===== src/sv/tof_pkg.sv =====
// Package: telnet option filter codes, types and sizes.
`timescale 1ns / 1ps
`default_nettype none
package tof_pkg;

  localparam int LineCapacity = 128;
  localparam int CapW         = 13;

  localparam logic [7:0] CodeIac  = 8'd255;
  localparam logic [7:0] CodeDont = 8'd254;
  localparam logic [7:0] CodeDo   = 8'd253;
  localparam logic [7:0] CodeWont = 8'd252;
  localparam logic [7:0] CodeWill = 8'd251;
  localparam logic [7:0] CodeSb   = 8'd250;
  localparam logic [7:0] CodeSe   = 8'd240;
  localparam logic [7:0] CodeCr   = 8'd13;
  localparam logic [7:0] CodeLf   = 8'd10;

  localparam logic [6:0] CountMax = 7'd127;

  typedef enum logic [1:0] {
    KIND_DATA  = 2'd0,
    KIND_EOL   = 2'd1,
    KIND_REPLY = 2'd2
  } kind_t;

  typedef enum logic [0:0] {
    REQ_DATA  = 1'b0,
    REQ_EVENT = 1'b1
  } req_t;

  typedef enum logic [2:0] {
    PH_DATA   = 3'd0,
    PH_IAC    = 3'd1,
    PH_OPT    = 3'd2,
    PH_SB     = 3'd3,
    PH_SB_IAC = 3'd4
  } phase_t;

  // Results caused by one input item: one single result, or a
  // three-byte negotiation reply.
  typedef struct packed {
    logic       reply;
    logic [1:0] kind;
    logic [7:0] data;
    logic [6:0] len;
    logic [7:0] answer;
  } bundle_t;

endpackage
`default_nettype wire


===== src/sv/tof_in_if.sv =====
// Interface: input item channel (request type and received byte).
`timescale 1ns / 1ps
`default_nettype none
interface tof_in_if;
  logic       valid;
  logic       ready;
  logic [0:0] req_type;
  logic [7:0] in_byte;

  modport source (output valid, output req_type, output in_byte, input ready);
  modport sink   (input valid, input req_type, input in_byte, output ready);
endinterface
`default_nettype wire


===== src/sv/tof_out_if.sv =====
// Interface: result item channel.
`timescale 1ns / 1ps
`default_nettype none
interface tof_out_if;
  logic       valid;
  logic       ready;
  logic [1:0] out_kind;
  logic [7:0] out_byte;
  logic [6:0] line_length;
  logic       last;

  modport source (output valid, output out_kind, output out_byte,
                  output line_length, output last, input ready);
  modport sink   (input valid, input out_kind, input out_byte,
                  input line_length, input last, output ready);
endinterface
`default_nettype wire


===== src/sv/tof_parser.sv =====
// Parser: telnet phase state, line counter and per-item result decode.
`timescale 1ns / 1ps
`default_nettype none
module tof_parser (
  input  wire logic            clk,
  input  wire logic            rst,
  input  wire logic            accept,
  input  wire logic [0:0]      req_type,
  input  wire logic [7:0]      in_byte,
  output      logic            res_valid,
  output      tof_pkg::bundle_t res
);

  localparam int CapW = tof_pkg::CapW;

  tof_pkg::phase_t phase, phase_next;
  logic [7:0]      pending_command, pending_command_next;
  logic [6:0]      line_count, line_count_next;
  logic            room;

  // Line still has room for one more byte.
  assign room = ((CapW'(line_count) + CapW'(1)) < CapW'(tof_pkg::LineCapacity))
                && (line_count < tof_pkg::CountMax);

  always_ff @(posedge clk) begin
    if (rst) begin
      phase           <= tof_pkg::PH_DATA;
      pending_command <= 8'd0;
      line_count      <= 7'd0;
    end else if (accept) begin
      phase           <= phase_next;
      pending_command <= pending_command_next;
      line_count      <= line_count_next;
    end
  end

  always_comb begin
    phase_next           = phase;
    pending_command_next = pending_command;
    line_count_next      = line_count;
    res_valid            = 1'b0;
    res.reply            = 1'b0;
    res.kind             = tof_pkg::KIND_DATA;
    res.data             = in_byte;
    res.len              = 7'd0;
    res.answer           = tof_pkg::CodeWont;

    if (req_type == tof_pkg::REQ_EVENT) begin
      phase_next           = tof_pkg::PH_DATA;
      pending_command_next = 8'd0;
      line_count_next      = 7'd0;
    end else begin
      unique case (phase)
        tof_pkg::PH_IAC: begin
          if (in_byte == tof_pkg::CodeIac) begin
            phase_next = tof_pkg::PH_DATA;
            if (room) begin
              line_count_next = line_count + 7'd1;
              res_valid       = 1'b1;
            end
          end else if (in_byte == tof_pkg::CodeWill || in_byte == tof_pkg::CodeWont ||
                       in_byte == tof_pkg::CodeDo || in_byte == tof_pkg::CodeDont) begin
            pending_command_next = in_byte;
            phase_next           = tof_pkg::PH_OPT;
          end else if (in_byte == tof_pkg::CodeSb) begin
            phase_next = tof_pkg::PH_SB;
          end else begin
            phase_next = tof_pkg::PH_DATA;
          end
        end
        tof_pkg::PH_OPT: begin
          phase_next = tof_pkg::PH_DATA;
          if (pending_command == tof_pkg::CodeDo || pending_command == tof_pkg::CodeWill) begin
            res_valid  = 1'b1;
            res.reply  = 1'b1;
            res.kind   = tof_pkg::KIND_REPLY;
            res.answer = (pending_command == tof_pkg::CodeDo) ? tof_pkg::CodeWont
                                                              : tof_pkg::CodeDont;
          end
        end
        tof_pkg::PH_SB: begin
          if (in_byte == tof_pkg::CodeIac) phase_next = tof_pkg::PH_SB_IAC;
        end
        tof_pkg::PH_SB_IAC: begin
          if (in_byte == tof_pkg::CodeSe) phase_next = tof_pkg::PH_DATA;
          else if (in_byte != tof_pkg::CodeIac) phase_next = tof_pkg::PH_SB;
        end
        default: begin
          phase_next = tof_pkg::PH_DATA;
          if (in_byte == tof_pkg::CodeIac) begin
            phase_next = tof_pkg::PH_IAC;
          end else if (in_byte == tof_pkg::CodeLf) begin
            line_count_next = 7'd0;
            res_valid       = 1'b1;
            res.kind        = tof_pkg::KIND_EOL;
            res.data        = 8'd0;
            res.len         = line_count;
          end else if (in_byte != tof_pkg::CodeCr && room) begin
            line_count_next = line_count + 7'd1;
            res_valid       = 1'b1;
          end
        end
      endcase
    end
  end

endmodule
`default_nettype wire


===== src/sv/tof_serializer.sv =====
// Serializer: holds one item's results and hands them out one per cycle while the sink is ready.
`timescale 1ns / 1ps
`default_nettype none
module tof_serializer (
  input  wire logic             clk,
  input  wire logic             rst,
  input  wire logic             load,
  input  wire tof_pkg::bundle_t res,
  output      logic             take,
  tof_out_if.source             results
);

  logic             bun_valid;
  tof_pkg::bundle_t bun;
  logic [1:0]       idx;
  logic             cur_last;
  logic             fire;

  assign cur_last = !bun.reply || (idx == 2'd2);
  assign fire     = bun_valid && results.ready;
  // Room for a new item's results when empty or the final one leaves now.
  assign take     = !bun_valid || (results.ready && cur_last);

  always_ff @(posedge clk) begin
    if (rst) begin
      bun_valid <= 1'b0;
      idx       <= 2'd0;
    end else if (load) begin
      bun_valid <= 1'b1;
      idx       <= 2'd0;
    end else if (fire) begin
      if (cur_last) bun_valid <= 1'b0;
      else idx <= idx + 2'd1;
    end
  end

  always_ff @(posedge clk) begin
    if (load) bun <= res;
  end

  always_comb begin
    results.valid       = bun_valid;
    results.out_kind    = bun.kind;
    results.line_length = bun.len;
    results.last        = cur_last;
    results.out_byte    = bun.data;
    if (bun.reply) begin
      unique case (idx)
        2'd0:    results.out_byte = tof_pkg::CodeIac;
        2'd1:    results.out_byte = bun.answer;
        default: results.out_byte = bun.data;
      endcase
    end
  end

endmodule
`default_nettype wire


===== src/sv/telnet_option_filter_core.sv =====
// Top level: telnet option filter, strips IAC sequences and answers negotiation.
// Takes one received byte per item and emits line bytes, end-of-line marks
// with the line length, and refusal replies (IAC WONT x for DO x, IAC DONT x
// for WILL x). A byte is accepted every cycle while each byte gives at most
// one result and the sink is ready; a refused option yields three reply items,
// and the next byte is taken in the cycle the third reply leaves. Bytes that
// give no result (commands, CR, subnegotiation, full line) pass straight
// through the parser, but like any byte they wait while a held result is
// stalled by the sink. A connection event item clears the parser. The first
// result is shown in the cycle after accept, set by the single result register.
`timescale 1ns / 1ps
`default_nettype none
module telnet_option_filter_core (
  input wire logic  clk,
  input wire logic  rst,
  tof_in_if.sink    bytes,
  tof_out_if.source results
);

  logic             take;
  logic             accept;
  logic             res_valid;
  tof_pkg::bundle_t res;

  // Ready does not wait for the result register to drain fully.
  assign bytes.ready = take;
  assign accept      = bytes.valid && take;

  tof_parser u_parser (
    .clk       (clk),
    .rst       (rst),
    .accept    (accept),
    .req_type  (bytes.req_type),
    .in_byte   (bytes.in_byte),
    .res_valid (res_valid),
    .res       (res)
  );

  // Only items that cause results occupy the result register.
  tof_serializer u_serializer (
    .clk     (clk),
    .rst     (rst),
    .load    (accept && res_valid),
    .res     (res),
    .take    (take),
    .results (results)
  );

endmodule
`default_nettype wire


===== src/flat_wrapper.sv =====
// flat-port wrapper written by rule: the top's interface ports become plain ports
module telnet_option_filter_core_flat 
  (clk, rst, bytes_valid, bytes_req_type, bytes_in_byte, bytes_ready, results_valid, results_out_kind, results_out_byte, results_line_length, results_last, results_ready);
  tof_in_if bytes_i ();
  tof_out_if results_i ();
  input wire logic clk;
  input wire logic rst;
  input wire logic [$bits(bytes_i.valid)-1:0] bytes_valid;
  input wire logic [$bits(bytes_i.req_type)-1:0] bytes_req_type;
  input wire logic [$bits(bytes_i.in_byte)-1:0] bytes_in_byte;
  output wire logic [$bits(bytes_i.ready)-1:0] bytes_ready;
  output wire logic [$bits(results_i.valid)-1:0] results_valid;
  output wire logic [$bits(results_i.out_kind)-1:0] results_out_kind;
  output wire logic [$bits(results_i.out_byte)-1:0] results_out_byte;
  output wire logic [$bits(results_i.line_length)-1:0] results_line_length;
  output wire logic [$bits(results_i.last)-1:0] results_last;
  input wire logic [$bits(results_i.ready)-1:0] results_ready;
  assign bytes_i.valid = bytes_valid;
  assign bytes_i.req_type = bytes_req_type;
  assign bytes_i.in_byte = bytes_in_byte;
  assign bytes_ready = bytes_i.ready;
  assign results_valid = results_i.valid;
  assign results_out_kind = results_i.out_kind;
  assign results_out_byte = results_i.out_byte;
  assign results_line_length = results_i.line_length;
  assign results_last = results_i.last;
  assign results_i.ready = results_ready;
  telnet_option_filter_core u_core (.clk(clk), .rst(rst), .bytes(bytes_i), .results(results_i));
endmodule

===== config.mk =====
export PLATFORM = sky130hd
export DESIGN_NAME = telnet_option_filter_core_flat
export DESIGN_NICKNAME = d
export VERILOG_FILES = /design/src/sv/tof_pkg.sv /design/src/sv/tof_in_if.sv /design/src/sv/tof_out_if.sv /design/src/sv/tof_parser.sv /design/src/sv/tof_serializer.sv /design/src/sv/telnet_option_filter_core.sv /design/src/flat_wrapper.sv
export SDC_FILE = /design/constraint.sdc
export NUM_CORES = 1
export LEC_CHECK = 0
export BUFFER_PORTS_ARGS = -buffer_cell sky130_fd_sc_hd__buf_2
export CAP_MARGIN = 10
export CORE_MARGIN = 5
export CORE_UTILIZATION = 30
export CTS_CLUSTER_SIZE = 14
export DETAILED_ROUTE_END_ITERATION = 10
export GPL_ROUTABILITY_DRIVEN = 0
export HOLD_SLACK_MARGIN = 0.03
export SLEW_MARGIN = 20
export SYNTH_ARGS = -nofsm -noshare
export SYNTH_HDL_FRONTEND = slang
export SYNTH_SLANG_ARGS = --single-unit

===== constraint.sdc =====
create_clock -name clk -period 3.27 [get_ports clk]
set_input_delay 0.327 -clock clk [delete_from_list [all_inputs] [get_ports clk]]
set_output_delay 0.327 -clock clk [all_outputs]
set_load 0.02 [all_outputs]

## After elaboration in Yosys (flattened, before gate mapping)

Index checks and enable logic that the tools add are counted.

| word-level totals | value |
|---|---|
| output and inout port bits | 20 |
| input port bits | 13 |
| register bits after elaboration | 47 |

| cells by class | value |
|---|---|
| mux-type cells | 42 |
| bitwise operators | 4 |
| add/sub/neg operators | 3 |
| magnitude comparators | 2 |
| eq/ne operators | 25 |
| reductions and logical operators | 33 |

Operators by type and width:

| cell | count |
|---|---|
| $eq 8x8->1 const B | 9 |
| $mux 8 | 6 |
| $mux 7 | 6 |
| $mux 16 | 2 |
| $mux 23 | 1 |
| $pmux 8 s2 | 1 |
| $mux 15 | 1 |
| $mux 3 | 5 |
| $pmux 7 s2 | 1 |
| $lt 13x8->1 const B | 1 |
| $pmux 3 s4 | 1 |
| $mux 1 | 11 |
| $mux 2 | 5 |
| $ne 3x3->1 const B | 3 |
| $reduce_or 3->1 | 3 |
| $add 7x1->8 const B | 1 |
| $eq 8x4->1 const B | 1 |
| $ne 8x4->1 const B | 1 |
| $ne 8x8->1 const B | 1 |
| $reduce_bool 2->1 | 4 |
| $add 7x1->7 const B | 1 |
| $lt 7x7->1 const B | 1 |
| $reduce_or 7->1 | 1 |
| $eq 3x2->1 const B | 2 |
| 23 further kinds | 40 |

## Logic depth before layout (Yosys ltp)

Gate-level depths: netlist (run 1).

| logic depth | value |
|---|---|
| word-level depth | 12 |
| mapped depth | 8 |
| depth with buffers taken out | 8 |

## Modules after synthesis

A second synthesis (run 1) with hierarchy kept.

| unflattened totals | value |
|---|---|
| cell total of the unflattened synthesis | 276 |
| area total of the unflattened synthesis | 2792.7 sq um |

By module, submodules not included:

| module | seq. area each (sq um) | area each (sq um) | instances | cells each |
|---|---|---|---|---|
| tof_parser | 360.3 | 1497.7 | 1 | 184 |
| tof_serializer | 840.8 | 1282.5 | 1 | 90 |
| telnet_option_filter_core | 0.0 | 12.5 | 1 | 2 |

## Worst setup path before layout (run 1)

OpenSTA, ideal clock, no wires.

| timing | value |
|---|---|
| path kind | register to register |
| start | reg u_core.u_serializer.idx[0] |
| end | reg u_core.u_serializer.bun[15] in the netlist's numbering, enable pin |
| arrival | 2.379 ns |
| path slack | 0.477 ns |
| stages on the path, launching flop included | 7 |
| setup time | 0.413 ns |
| period minus slack after synthesis | 2.793 ns |
| path buffers | 0 |
| cell sequence | dfxtp_1 -> inv_1 -> ha_1 -> nor2b_1 -> o21ai_2 -> nand2_1 -> nor4_2 |

| between the ends | value |
|---|---|
| cells in the longest elaborated chain, start to end | 6 |

RTL lines:

| element | line | text |
|---|---|---|
| from (decl) | tof_serializer.sv:15 | `logic [1:0] idx;` |
| from (signal assigned) | tof_serializer.sv:33 | `else idx <= idx + 2'd1;` |
| $eq 2x2->1 | tof_serializer.sv:19 | `assign cur_last = !bun.reply \|\| (idx == 2'd2);` |
| $logic_or 1x1->1 | tof_serializer.sv:19 |  |
| $logic_and 1x1->1 | tof_serializer.sv:22 | `assign take = !bun_valid \|\| (results.ready && cur_last);` |
| $logic_or 1x1->1 | tof_serializer.sv:22 |  |
| via bytes_ready | flat_wrapper.sv:11 | `output wire logic [$bits(bytes_i.ready)-1:0] bytes_ready;` |
| $logic_and 1x1->1 | telnet_option_filter_core.sv:27 | `assign accept = bytes.valid && take;` |
| $logic_and 1x1->1 | telnet_option_filter_core.sv:43 | `.load (accept && res_valid),` |
| via u_core.u_serializer.load | tof_serializer.sv:7 | `input wire logic load,` |
| to (signal assigned) | tof_serializer.sv:38 | `if (load) bun <= res;` |
| to (decl) | tof_serializer.sv:14 | `tof_pkg::bundle_t bun;` |

The timed path passes the listed nets, and every way through them passes these cells.
A chain may end at the register's enable or synchronous reset.

## Final worst setup path (run 1)

| timing | value |
|---|---|
| start | reg u_core.u_serializer.idx[1] |
| end | out results_out_byte[1] |

| between the ends | value |
|---|---|
| cells in the longest elaborated chain, start to end | 3 |
| elaborated cells between the ends (all ways) | 4 |
| those cells by class | eq/ne: 1; mux: 2; reduce/logical: 1 |

RTL lines:

| element | line | text |
|---|---|---|
| $eq 2x1->1 or $logic_not 2->1 (tied branches) | tof_serializer.sv:48 | `unique case (idx)` |
| $pmux 8 s2 (*) | tof_serializer.sv:48 |  |
| $mux 8 (*) | tof_serializer.sv:47 | `if (bun.reply) begin` |
| to (decl) | flat_wrapper.sv:14 | `output wire logic [$bits(results_i.out_byte)-1:0] results_out_byte;` |

Mark *: on every way between the ends. The rest lies on a longest branch, timed or not.

==> results.toml, run 1 <==
[job]
drv_cap = 0

[cts]
root_buffer = "clkbuf_8"
hold_buffers = 0
clock_tree.htree_level_count = 2
postCtsSetupBuffers = 0
cts.clk_slew.worst_paths_ps = 80
cts_tree = "yes"
clock_sinks = 40
insertion_delay_ps = 290
clock_path_buffers = 2
post_cts_resized = 0
cts_buffers = 5

[die]
fp.dieW_um = 93.4
coreArea_um2 = 6790
rows = 30
initial_core_util = 0.307
die_area_um2 = 8720
io_pins = 33
fp.dieH_um = 93.4

[timing]
fin_crit_ps = 2310
final_max_slew_viol_count = 0
finalSetupViolCount = 0
fin_setup_tns_ps = 0
rsz0062_at_grt = "false"
max_slew_margin = 0.474
finalCritPeriodShare = 0.707
max_clock_freq_ghz = 0.433
final_hold_viol_count = 0
worst_pin_slew_ps = 781
fin_skew_ps = 5.76

[grt]
grt.total_usage = 0.103
grt_pass1_vias = 1413
grt_pass1_wl_um = 7100
antenna_found_initial = 0
grt_overflow = 0
grt_max_degree = 23

[power_and_ir_drop]
power.density_nw_per_um2 = 404
power_leakage_uw = 0.000859
finalPower_uw = 953
ir_drop_mv = 0.122

[place]
place_inst = 319
hpwl_um = 3060
portBuffers = 32

[synthesis]
synth_ff_type = "dfxtp_1"
syn_area_um2 = 2080
syn_avg_cell_area_um2 = 10.0
ys_types = 49
yosys.area.top_type_share = 0.274
yosysTopAreaCell = "edfxtp_1"
async_reset_ff_frac = 0
synth.area.top_cells = "edfxtp_1 (27%), dfxtp_1 (20%), a21oi_1 (3.8%)"
syn-num-nets = 225
ys_seq_area_frac = 0.475
synth-edff-count = 19
yosysWarnings = 0
synth_cells = 208
ys_seq_elements = 40

[final_layout]
diodes = 0
final_cell_mix = "buf_2 (32), dfxtp_1 (21), nor2_1 (20)"
drive_gt1_frac = 0.268
nets = 247
layout.cells.non_filler = 327
area_growth_pct = 13.1
layout_commonest_cell = "buf_2"

[detailed_routing]
drt_iter0_markers = 116
wl_per_cell_um = 12.8
ant_nets = 0
first_pass_iters = 4
vias_per_cell = 4.67
drc_errors = 0
via_count = 1528
wirelength_um = 4190

[setup_path]
worstSetupStartpointType = "register"
worst-endpoint-required_ps = 2940
cp_data_arrival_time_ps = 1980
crit_path_max_fanout = 8
crit_path_end_kind = "output port"
criticalPathCategory = "reg2out"

[run_status]
outcome = "finished, final reports clean"

[min_path]
hold_path_class = "in2reg"
## final timing paths
kind                                                     endpoint                                             from  depth (start not counted)  slack [ps]
hold reg to reg   u_core.u_parser.pending_command[4]$_SDFFE_PP0P_  u_core.u_parser.pending_command[4]$_SDFFE_PP0P_                          2         500
setup / recovery                              results_out_byte[1]          u_core.u_serializer.idx[1]$_SDFFE_PP0P_                          5         960
setup reg to reg       u_core.u_parser.line_count[4]$_SDFFE_PP0P_            u_core.u_parser.phase[0]$_SDFFE_PP0P_                          5        1010
hold / removal              u_core.u_serializer.bun[20]$_DFFE_PP_                                 bytes_in_byte[5]                          1         260
## stage by stage
stage / cell area (um2) / hold slack (ps) / setup slack, ps / util
3_3_place_gp: 2260 / 471 / 976 / 0.333
5_1_grt: 2360 / 237 / 718 / 0.347
2_1_floorplan: 2080 / 455 / 477 / -
6_report: 2360 / 256 / 959 / 0.347
3_5_place_dp: 2260 / 480 / 927 / 0.333
4_1_cts: 2350 / 248 / 889 / 0.346
## final cells by class
type	instances	area [um2]
repair buffers	34	175
inverters	7	26.3
flip-flops and latches	40	991
fillers	694	4440
multi-input cells	142	957
well taps	96	120
clock inverters	3	18.8
clock buffers	5	68.8
## registers in the layout (all words and copies together) (netlist names)
| register | flops |
|---|---|
| u_core.u_parser.pending_command | 8 |
| u_core.u_serializer.bun | 10 |
| u_core.u_serializer.results.out_kind | 2 |
| u_core.u_serializer.idx | 2 |
| u_core.u_parser.phase | 3 |
| u_core.u_serializer.results.valid | 1 |
| u_core.u_parser.line_count | 7 |
| u_core.u_serializer.results.line_length | 7 |
## where the power goes
group	total, uW	switching [uW]	internal [uW]
registers	539	3.91	535
clock network	327	178	149
logic	86.8	58.5	28.3
## Yosys cell counts, drive strengths merged (3+ instances only)
master,n
edfxtp,19
o31ai,6
xnor2,3
a21oi,16
nand3,5
nor2b,5
nor2,20
nor3,5
a21o,3
nand2b,7
a22oi,3
clkbuf,7
inv,7
or4b,4
o21ai,9
buf,10
mux2i,3
nand2,8
or4,3
dfxtp,21
ha,4
and2,8
nor4,5
## cell families (layout without fill, tap and decap cells)
logic type	Yosys count	count (layout)	share of synthesized area
multiplexers	3	3	0.0144
adder cells (fa/ha/maj)	4	4	0.0240
AO/OA/AOI/OAI	44	44	0.138
flip-flops	40	40	0.475
AND/OR/NAND/NOR	88	88	0.264
XOR/XNOR	3	3	0.0126
buffers and inverters	26	49	0.0720
## worst max-delay path, cell delays in order (launching register included)
cell and delay, ps:
dfxtp_1 390, inv_1 80, ha_1 190, o21ai_0 630, o21ai_0 200, buf_2 200
## metal layers
| metal | share of wire | vias up | GRT usage |
|---|---|---|---|
| li1 | - | 785 | - |
| met1 | 0.47 | 712 | 0.126 |
| met2 | 0.47 | 25 | 0.163 |
| met3 | 0.044 | 6 | 0.0306 |
| met4 | 0.023 | 0 | 0.0501 |
| met5 | 0 | - | 0 |
Note: power is estimated with default switching activity, not from simulation.
==> run 2, diff against run 1 <==
Settings changed: ABC_AREA set to 1.
Clock period 3.27 ns to 2.25 ns, I/O delays scaled along.
==> run 2 against run 1 <==
Compared with the run above: routed wire length is 4.6% higher; clock power is 110% higher; critical endpoint is now results_out_byte[6]; critical path type unchanged; largest power group unchanged; critical path depth up 1.
==> results.toml, run 2 <==
[run_status]
outcome = "finished, final reports clean"

[final_layout]
drive_gt1_frac = 0.228
largest-register = "u_core.u_serializer.bun"
area_growth_pct = 14.6
final_design_area_no_fill_um2 = 2600
top_regs = "u_core.u_serializer.bun x10, u_core.u_parser.pending_command x8"
final_cell_mix = "nand2_1 (64), nor2_1 (43), inv_1 (37)"
diodes = 0
layout_commonest_cell = "nand2_1"
largest_reg_flops = 10
nets = 332

[die]
coreArea_um2 = 7290
rows = 31
fp.dieH_um = 97.0
die_area_um2 = 9400
io_pins = 33
initial_core_util = 0.311
fp.dieW_um = 97.0

[timing]
worst_pin_slew_ps = 300
fin_setup_tns_ps = 0
final_max_slew_viol_count = 0
max_clock_freq_ghz = 0.517
finalCritPeriodShare = 0.859
final_hold_viol_count = 0
fin_crit_ps = 1930
fin_skew_ps = 7.48
finalSetupViolCount = 0
max_slew_margin = 0.800
rsz0062_at_grt = "false"

[synthesis]
yosysMostFrequentCell = "nand2_1"
yosys.area.top_type_share = 0.252
synth-edff-count = 19
syn_avg_cell_area_um2 = 7.80
synth_cells = 291
syn-num-nets = 308
synth.area.top_cells = "edfxtp_1 (25%), dfxtp_1 (19%), nand2_1 (11%)"
syn_area_um2 = 2270
ys_types = 31
yosysWarnings = 0
ys_seq_elements = 40
synth_ff_type = "dfxtp_1"
yosysTopAreaCell = "edfxtp_1"
synth_commonest_cells = "nand2_1 (64), nor2_1 (43), inv_1 (37)"
async_reset_ff_frac = 0
ys_seq_area_frac = 0.437

[place]
portBuffers = 32
hpwl_um = 3470
post_dp_cell_area_um2 = 2470

[detailed_routing]
wirelength_um = 4380
first_pass_iters = 4
wl_per_cell_um = 10.6
via_count = 1822
ant_nets = 0
vias_per_cell = 4.39
drc_errors = 0
drt_iter0_markers = 76

[power_and_ir_drop]
ir_drop_mv = 0.224
finalPower_uw = 1680
power_leakage_uw = 0.00113
power.density_nw_per_um2 = 647

[setup_path]
crit_path_end_kind = "output port"
max_stage_delay_ps = 370
cp.buffers_inverters = 3
path_cells = "inv_1, ha_1, o21ai_0, inv_1, or2_2, buf_2"
r2r_end = "u_core.u_serializer.results.line_length[1]$_SDFFCE_PP0P_"
cp_data_arrival_time_ps = 1710
criticalPathCategory = "reg2out"
worstSetupStartpointType = "register"
crit_path_max_fanout = 8
cp_common_cell = "inv_1"
r2r_slack_ps = 360
critPathSlowestCell = "dfxtp_1"
worst-endpoint-required_ps = 2030
reg2reg_from = "u_core.u_serializer.idx[0]$_SDFFE_PP0P_"
reg2regPathDepth = 11
path_delay_family = "flip-flops"

[cts]
root_buffer = "clkbuf_8"
clock_sinks = 40
postCtsSetupBuffers = 0
insertion_delay_ps = 290
hold_buffers = 0
cts_buffers = 5
clock_path_buffers = 2
post_cts_resized = 0
cts_tree = "yes"
clock_tree.htree_level_count = 2
cts.clk_slew.worst_paths_ps = 80

[grt]
grt_overflow = 0
grt.total_usage = 0.0969
antenna_found_initial = 0
grt_max_degree = 20
grt_pass1_vias = 1696
grt_pass1_wl_um = 7670

[min_path]
whs_path_depth = 1
hold_path_class = "in2reg"
min_from = "bytes_in_byte[7]"
holdPathEnd = "u_core.u_serializer.bun[22]$_DFFE_PP_"

[job]
drv_cap = 0
[run 2: changes by cell type in the layout (fill, tap and decap cells not counted), moves of 4 or more]
cell      change
nor2_4        +6
nor2_1       +23
and2_1        -6
nand3_1      +12
inv_1        +30
nand2_1      +56
nand2b_1      -7
or4b_1        -4
nand2_2       +6
nor2b_1       -5
nand4_1       +6
o31ai_1       -6
or2_2         +5
nor4_1        -4
[run 2: how the worst max path moves through the flow]
stage	from	endpoint	slack, ps	depth (start not counted)
3_3_place_gp	u_core.u_serializer.idx[0]$_SDFFE_PP0P_	u_core.u_serializer.results.line_length[4]$_SDFFCE_PP0P_	470	11
5_1_grt	u_core.u_serializer.idx[0]$_SDFFE_PP0P_	u_core.u_serializer.results.line_length[6]$_SDFFCE_PP0P_	110	11
6_report	u_core.u_serializer.idx[0]$_SDFFE_PP0P_	results_out_byte[6]	320	6
3_5_place_dp	u_core.u_serializer.idx[0]$_SDFFE_PP0P_	u_core.u_serializer.results.line_length[6]$_SDFFCE_PP0P_	360	11
2_1_floorplan	u_core.u_serializer.idx[0]$_SDFFE_PP0P_	u_core.u_serializer.bun[15]$_DFFE_PP_	70	10
4_1_cts	u_core.u_serializer.idx[0]$_SDFFE_PP0P_	results_out_byte[6]	300	6
[run 2: cell type report]
| type | instances | area [um2] |
|---|---|---|
| Fill cell | 769 | 4690 |
| Sequential cell | 40 | 991 |
| Clock buffer | 6 | 72.6 |
| Inverter | 40 | 150 |
| Tap cell | 99 | 124 |
| Clock inverter | 2 | 60.1 |
| Timing Repair Buffer | 33 | 168 |
| Multi-Input combinational cell | 195 | 1030 |
[run 2: kinds of logic (layout without fill, tap and decap cells)]
logic type               Yosys count  after routing  share of synthesized area
buffers and inverters             56             81                      0.108
AND/OR/NAND/NOR                  162            162                      0.355
adder cells (fa/ha/maj)            4              4                     0.0221
multiplexers                       1              1                    0.00441
XOR/XNOR                           3              3                     0.0116
AO/OA/AOI/OAI                     25             25                     0.0623
flip-flops                        40             40                      0.437
[run 2: power by group]
group | total, uW | internal, uW | switching (uW)
clock network | 679 | 443 | 235
registers | 811 | 793 | 17.9
logic | 192 | 64.0 | 128
total | 1680 | 1300 | 381
[run 2: worst register-to-register path, cell delays in order, from the launching register on]
cell	delay, ps
dfxtp_1	340
inv_1	110
ha_1	170
inv_1	50
nand2_1	70
nand2_1	50
nand2_1	100
nand2_1	140
nor2_1	120
nand3_1	120
inv_1	70
buf_4	240
[run 2: metrics by stage]
step | std cells | utilization | setup slack, ps | hold WS, ps
2_1_floorplan | 291 | - | 69.0 | 294
3_3_place_gp | 407 | 0.338 | 473 | 449
3_5_place_dp | 407 | 0.338 | 361 | 449
4_1_cts | 415 | 0.356 | 303 | 148
6_report | 415 | 0.356 | 317 | 153
5_1_grt | 415 | 0.356 | 110 | 148
[run 2: routing by layer]
layer / vias to the layer above / GRT usage / share of wire
li1: 958 / - / -
met1: 825 / 0.122 / 0.46
met2: 33 / 0.158 / 0.48
met3: 6 / 0.0288 / 0.047
met4: 0 / 0.0324 / 0.016
met5: - / 0 / 0
